$ cat config.mk
export PLATFORM = sky130hd
export DESIGN_NAME = hnms_controller
export DESIGN_NICKNAME = d
export VERILOG_FILES = /design/src/design/hnms_pkg.sv /design/src/design/hnms_controller.sv
export SDC_FILE = /design/constraint.sdc
export NUM_CORES = 1
export LEC_CHECK = 0
export BUFFER_PORTS_ARGS = -buffer_cell sky130_fd_sc_hd__buf_2
export CAP_MARGIN = 25
export CORE_MARGIN = 2
export CORE_UTILIZATION = 35
export CTS_CLUSTER_SIZE = 14
export DETAILED_ROUTE_END_ITERATION = 12
export SYNTH_ARGS = -nofsm -noshare
export SYNTH_HDL_FRONTEND = slang
export SYNTH_SLANG_ARGS = --single-unit
$ cat constraint.sdc
create_clock -name clk_i -period 3.9 [get_ports clk_i]
set_input_delay 0.39 -clock clk_i [delete_from_list [all_inputs] [get_ports clk_i]]
set_output_delay 0.39 -clock clk_i [all_outputs]
set_load 0.005 [all_outputs]
$ cat src/design/hnms_pkg.sv
// hnms_pkg: shared types for the hard nms box suppressor
// box record layout and controller/datapath command and status groups
// no dependencies
`default_nettype none

package hnms_pkg;

  localparam int unsigned BoxW = 80;
  localparam int unsigned CoordW = 16;
  localparam int unsigned ClassW = 8;
  localparam int unsigned LimitW = 8;
  localparam int unsigned PixOne = 16;

  // left in the lowest bits
  typedef struct packed {
    logic [CoordW-1:0] conf;
    logic [CoordW-1:0] bottom;
    logic [CoordW-1:0] right;
    logic [CoordW-1:0] top;
    logic [CoordW-1:0] left;
  } box_t;

  typedef struct packed {
    logic load_wr;
    logic drop_set;
    logic class_cap;
    logic rd_box;
    logic box_from_order;
    logic rd_order;
    logic sref_ld;
    logic rank_clr;
    logic rank_step;
    logic order_wr;
    logic keep_set;
    logic x_ld;
    logic supp_set;
    logic out_ld;
    logic clear_load;
  } cmd_t;

  typedef struct packed {
    logic supp_i;
    logic supp_j;
    logic keep_i;
    logic iou_hit;
    logic out_free;
    logic s_gt;
    logic s_eq;
  } status_t;

endpackage

`default_nettype wire

$ cat src/design/hnms_controller.sv
// hnms_controller: sequencer for load, rank sort, greedy walk and emit
// depends on hnms_pkg
`default_nettype none

module hnms_controller
  import hnms_pkg::*;
#(
  parameter int unsigned MAX_BOXES = 64,
  parameter int unsigned IDX_W = $clog2(MAX_BOXES),
  parameter int unsigned CNT_W = $clog2(MAX_BOXES + 1)
) (
  input  wire logic             clk_i,
  input  wire logic             rst_ni,
  input  wire logic             in_valid_i,
  input  wire logic             in_last_i,
  output logic                  in_ready_o,
  input  wire status_t          status_i,
  output cmd_t                  cmd_o,
  output logic [IDX_W-1:0]      wr_idx_o,
  output logic [IDX_W-1:0]      rd_addr_o,
  output logic [IDX_W-1:0]      i_idx_o,
  output logic [IDX_W-1:0]      j_idx_o,
  output logic                  j_lt_i_o
);

  localparam logic [4:0] S_LOAD = 5'd0;
  localparam logic [4:0] S_R_I  = 5'd1;
  localparam logic [4:0] S_R_IW = 5'd2;
  localparam logic [4:0] S_R_J  = 5'd3;
  localparam logic [4:0] S_R_JW = 5'd4;
  localparam logic [4:0] S_R_W  = 5'd5;
  localparam logic [4:0] S_W_I  = 5'd6;
  localparam logic [4:0] S_W_IO = 5'd7;
  localparam logic [4:0] S_W_IB = 5'd8;
  localparam logic [4:0] S_W_J  = 5'd9;
  localparam logic [4:0] S_W_JO = 5'd10;
  localparam logic [4:0] S_W_JB = 5'd11;
  localparam logic [4:0] S_W_P2 = 5'd12;
  localparam logic [4:0] S_W_P3 = 5'd13;
  localparam logic [4:0] S_W_P4 = 5'd14;
  localparam logic [4:0] S_E_I  = 5'd15;
  localparam logic [4:0] S_E_O  = 5'd16;
  localparam logic [4:0] S_E_B  = 5'd17;
  localparam logic [4:0] S_DONE = 5'd18;
  localparam logic [CNT_W-1:0] CntMax = CNT_W'(MAX_BOXES);

  logic [4:0]       state_q, state_d;
  logic [CNT_W-1:0] cnt_q, cnt_d, i_q, i_d, j_q, j_d;
  logic             accept;

  assign in_ready_o = (state_q == S_LOAD);
  assign accept     = in_valid_i && in_ready_o;
  assign wr_idx_o   = cnt_q[IDX_W-1:0];
  assign i_idx_o    = i_q[IDX_W-1:0];
  assign j_idx_o    = j_q[IDX_W-1:0];
  assign j_lt_i_o   = j_q < i_q;

  always_comb begin
    state_d   = state_q;
    cnt_d     = cnt_q;
    i_d       = i_q;
    j_d       = j_q;
    cmd_o     = '0;
    rd_addr_o = i_q[IDX_W-1:0];
    unique case (state_q)
      S_LOAD: begin
        if (accept) begin
          cmd_o.class_cap = (cnt_q == '0);
          if (cnt_q < CntMax) begin
            cmd_o.load_wr = 1'b1;
            cnt_d = cnt_q + 1'b1;
          end else begin
            cmd_o.drop_set = 1'b1;
          end
          if (in_last_i) begin
            i_d = '0;
            state_d = S_R_I;
          end
        end
      end
      S_R_I: begin
        cmd_o.rd_box = 1'b1;
        state_d = S_R_IW;
      end
      S_R_IW: begin
        cmd_o.sref_ld  = 1'b1;
        cmd_o.rank_clr = 1'b1;
        j_d = '0;
        state_d = S_R_J;
      end
      S_R_J: begin
        rd_addr_o = j_q[IDX_W-1:0];
        cmd_o.rd_box = 1'b1;
        state_d = S_R_JW;
      end
      S_R_JW: begin
        cmd_o.rank_step = status_i.s_gt || status_i.s_eq;
        j_d = j_q + 1'b1;
        state_d = (j_d == cnt_q) ? S_R_W : S_R_J;
      end
      S_R_W: begin
        cmd_o.order_wr = 1'b1;
        i_d = i_q + 1'b1;
        if (i_d == cnt_q) begin
          i_d = '0;
          state_d = S_W_I;
        end else begin
          state_d = S_R_I;
        end
      end
      S_W_I: begin
        if (i_q == cnt_q) begin
          i_d = '0;
          state_d = S_E_I;
        end else if (status_i.supp_i) begin
          i_d = i_q + 1'b1;
        end else begin
          cmd_o.keep_set = 1'b1;
          cmd_o.rd_order = 1'b1;
          state_d = S_W_IO;
        end
      end
      S_W_IO: begin
        cmd_o.rd_box = 1'b1;
        cmd_o.box_from_order = 1'b1;
        state_d = S_W_IB;
      end
      S_W_IB: begin
        cmd_o.x_ld = 1'b1;
        j_d = i_q + 1'b1;
        state_d = S_W_J;
      end
      S_W_J: begin
        rd_addr_o = j_q[IDX_W-1:0];
        if (j_q == cnt_q) begin
          i_d = i_q + 1'b1;
          state_d = S_W_I;
        end else if (status_i.supp_j) begin
          j_d = j_q + 1'b1;
        end else begin
          cmd_o.rd_order = 1'b1;
          state_d = S_W_JO;
        end
      end
      S_W_JO: begin
        cmd_o.rd_box = 1'b1;
        cmd_o.box_from_order = 1'b1;
        state_d = S_W_JB;
      end
      S_W_JB: state_d = S_W_P2;
      S_W_P2: state_d = S_W_P3;
      S_W_P3: state_d = S_W_P4;
      S_W_P4: begin
        cmd_o.supp_set = status_i.iou_hit;
        j_d = j_q + 1'b1;
        state_d = S_W_J;
      end
      S_E_I: begin
        if (i_q == cnt_q) begin
          state_d = S_DONE;
        end else if (!status_i.keep_i) begin
          i_d = i_q + 1'b1;
        end else begin
          cmd_o.rd_order = 1'b1;
          state_d = S_E_O;
        end
      end
      S_E_O: begin
        cmd_o.rd_box = 1'b1;
        cmd_o.box_from_order = 1'b1;
        state_d = S_E_B;
      end
      S_E_B: begin
        if (status_i.out_free) begin
          cmd_o.out_ld = 1'b1;
          i_d = i_q + 1'b1;
          state_d = S_E_I;
        end
      end
      S_DONE: begin
        cmd_o.clear_load = 1'b1;
        cnt_d = '0;
        state_d = S_LOAD;
      end
      default: state_d = S_LOAD;
    endcase
  end

  always_ff @(posedge clk_i or negedge rst_ni) begin
    if (!rst_ni) begin
      state_q <= S_LOAD;
      cnt_q   <= '0;
      i_q     <= '0;
      j_q     <= '0;
    end else begin
      state_q <= state_d;
      cnt_q   <= cnt_d;
      i_q     <= i_d;
      j_q     <= j_d;
    end
  end

endmodule

`default_nettype wire

==> flow_summary.json <==
{
  "via_count": 2531,
  "power.switching_w": 0.000861,
  "slew-limit-headroom_pct": 57.2,
  "crit_type": "reg -> out",
  "clk_pin_slew_ps": 100,
  "cts_made_buffers": 3,
  "grt_use_met1_pct": 26.5,
  "grt_pass1_wl_um": 12600,
  "clock_path_buffers": 2,
  "cts-root-buf": "clkbuf_8",
  "max_freq_mhz": 343,
  "busiest_layer": "met2",
  "die_w_um": 91.6,
  "p_int_w": 0.000916,
  "numPortBuffers": 51,
  "final_common_cell": "buf_2",
  "postCtsSetupBuffers": 0,
  "ir_worst_vdd_v": 0.000217,
  "r2r_slack_ps": 1220,
  "synth_area_per_cell_um2": 7.68,
  "ys_seq_area_share_pct": 24.2,
  "fin_crit_ps": 2910,
  "crit_end": "cmd_o[12]",
  "cp.arrival_ps": 2520,
  "layout-drive-gt1-share_pct": 19.6,
  "grt_pass1_vias": 2425,
  "grt_overflow_total": 0,
  "die_h_um": 91.6,
  "wl_um": 7560,
  "wire_per_inst_um": 16.2,
  "powerDensity_nw_per_um2": 606,
  "cts_tree": "done",
  "via_per_inst": 5.42,
  "synth-compound-area-share_pct": 20.8,
  "diodes": 0,
  "drcViolationCount": 0,
  "r2r_cells": 8,
  "fin_skew_ps": 3.11,
  "synth_cells": 350,
  "pwr-share-clk_pct": 13.1,
  "cts_sinks": 26,
  "cts_resized": 0,
  "crit_start": "state_q[4]",
  "antenna_left": 0,
  "syn-num-nets": 371,
  "cts_max_level": 1,
  "rsz0062_at_grt": "false",
  "core_area_um2": 7330,
  "setup_violations": 0,
  "synth_edf_count": 0,
  "gp_congestion": 0.919,
  "synth_cell_types": 50,
  "switching_share_pct": 48.5,
  "synthMuxAreaShare_pct": 3.31,
  "grt_use_met3_pct": 2.38,
  "synth_top_family_by_area": "simple AND/OR/NAND/NOR gates",
  "pwr-share-comb_pct": 59.2,
  "synth_fa_ha_area_share_pct": 4.66,
  "dp_hpwl_um": 5710,
  "post-route-period-util_pct": 74.7,
  "drt-initial-drc-count": 215,
  "maxCapViolations": 0,
  "yosys.area_share.simple_pct": 24.7,
  "crit_required_ps": 3510,
  "final_cell_mix": "buf_2 (51), nand2_1 (31), nor2_1 (28), o21ai_0 (27), dfrtp_1 (26)",
  "rows": 31,
  "cts_hold_buf": 0,
  "status": "completed",
  "crit_path_end_kind": "output pin",
  "slew_viol_final": 0,
  "r2r_start": "i_q[0]",
  "grt_util_met2_pct": 30.0,
  "seqPwrFrac_pct": 27.7,
  "dieArea_um2": 8400,
  "worstMarginPinSlew_ps": 643,
  "fin_setup_tns_ps": 0,
  "area_growth_pct": 9.03,
  "hold_violations": 0,
  "r2r_end": "i_q[6]",
  "hp-class": "in -> async",
  "synth_xor_area_share_pct": 11.4,
  "ys_warn_count": 0,
  "grt_start_max_net_pins": 27,
  "first_pass_iters": 4,
  "track_usage_pct": 18.2,
  "start_util_pct": 36.7,
  "whs_ps": 118,
  "grt_antenna_before_repair": 0,
  "async_reset_ff_share_pct": 100,
  "start_kind": "flip-flop",
  "syn-cell-area_um2": 2690,
  "boundaryPins": 52,
  "nets": 390,
  "leakagePower_nw": 1.32,
  "yosys_register_bits": 26,
  "clk_latency_ps": 280,
  "ys.flop_type": "dfrtp_1",
  "cp_max_fo": 20
}
layout make-up:
type / instances / area [um2]
clock buffers: 3 / 41.3
clock inverters: 1 / 30.0
fillers: 779 / 4400
inverters: 19 / 71.3
multi-input cells: 266 / 1740
flip-flops and latches: 26 / 651
well taps: 99 / 124
repair buffers: 53 / 270
cells in the mapped netlist, types with 2 or more instances:
library cell	number	area share (%)
nand3_1	12	2.2
nand2_1	31	4.3
o32a_1	6	2.2
nand4_1	3	0.70
buf_4	19	5.3
ha_1	10	4.7
xnor2_1	14	4.6
o21ai_0	27	5.0
a21oi_1	21	3.9
a31oi_1	4	0.93
clkbuf_1	13	1.8
inv_1	19	2.7
or3_1	5	1.2
or2_2	2	0.47
mux2_2	7	2.9
buf_2	3	0.56
o31ai_1	2	0.56
and3_1	5	1.2
o22ai_1	9	2.1
nor4_1	5	1.2
dfrtp_1	26	24
nand2b_1	11	2.6
o2bb2ai_1	2	0.65
nor2_1	28	3.9
nor2b_1	8	1.9
buf_1	3	0.42
xor2_1	21	6.8
and2_1	2	0.47
a21o_1	4	1.1
nor3_1	8	1.5
layer usage:
| metal | vias up | wire, um |
|---|---|---|
| li1 | 1242 | - |
| met4 | 0 | 21 |
| met5 | - | 0 |
| met1 | 1228 | 3660 |
| met3 | 2 | 337 |
| met2 | 59 | 3540 |
power groups by stage:
stage / registers, W / clock network [W] / logic, W
2_1_floorplan: 0.000384 / 0 / 0.000894
3_3_place_gp: 0.000487 / 0 / 0.00105
3_5_place_dp: 0.000493 / 0 / 0.00105
4_1_cts: 0.000487 / 0.000240 / 0.00105
5_1_grt: 0.000504 / 0.000246 / 0.00119
6_report: 0.000492 / 0.000233 / 0.00105
registers in the layout, indices dropped and copies added, names as in the netlist:
register	count
state_q	5
j_q	7
cnt_q	7
i_q	7
worst min-delay path by stage:
| stage | end | startpoint | cells past startpoint | slack, ps |
|---|---|---|---|---|
| 2_1_floorplan | cnt_q[0] | rst_ni | 0 | 90 |
| 3_3_place_gp | j_q[0] | rst_ni | 1 | 450 |
| 3_5_place_dp | j_q[0] | rst_ni | 1 | 450 |
| 4_1_cts | j_q[0] | rst_ni | 1 | 140 |
| 5_1_grt | j_q[3] | rst_ni | 1 | 170 |
| 6_report | j_q[3] | rst_ni | 1 | 120 |
worst max-delay path, cell delays in order (launching register included):
cell and delay, ps:
dfrtp_1 630, nor3_1 520, and2_1 270, nand2_1 70, nor2_1 420, and3_1 230, buf_2 110
per-stage QoR:
stage | total power [W] | setup WS, ps | area [um2] | std cells | utilization, %
4_1_cts | 0.00178 | 1010 | 2930 | 467 | 40.0
6_report | 0.00178 | 985 | 2930 | 467 | 40.0
2_1_floorplan | 0.00128 | 1510 | 2690 | 350 | -
5_1_grt | 0.00194 | 746 | 2930 | 467 | 40.0
3_3_place_gp | 0.00153 | 1370 | 2860 | 463 | 39.0
3_5_place_dp | 0.00154 | 1220 | 2860 | 463 | 39.0
cells by family (layout without fill, tap and decap cells):
group / Yosys count / after routing
DFF: 26 / 26
adders and majority gates: 10 / 10
muxes: 8 / 8
xor gates and xnor gates: 35 / 35
buffers and inverters: 58 / 76
AOI/OAI and AO/OA: 87 / 87
and+or+nand+nor: 126 / 126
Note: power is estimated with default switching activity, not from simulation.
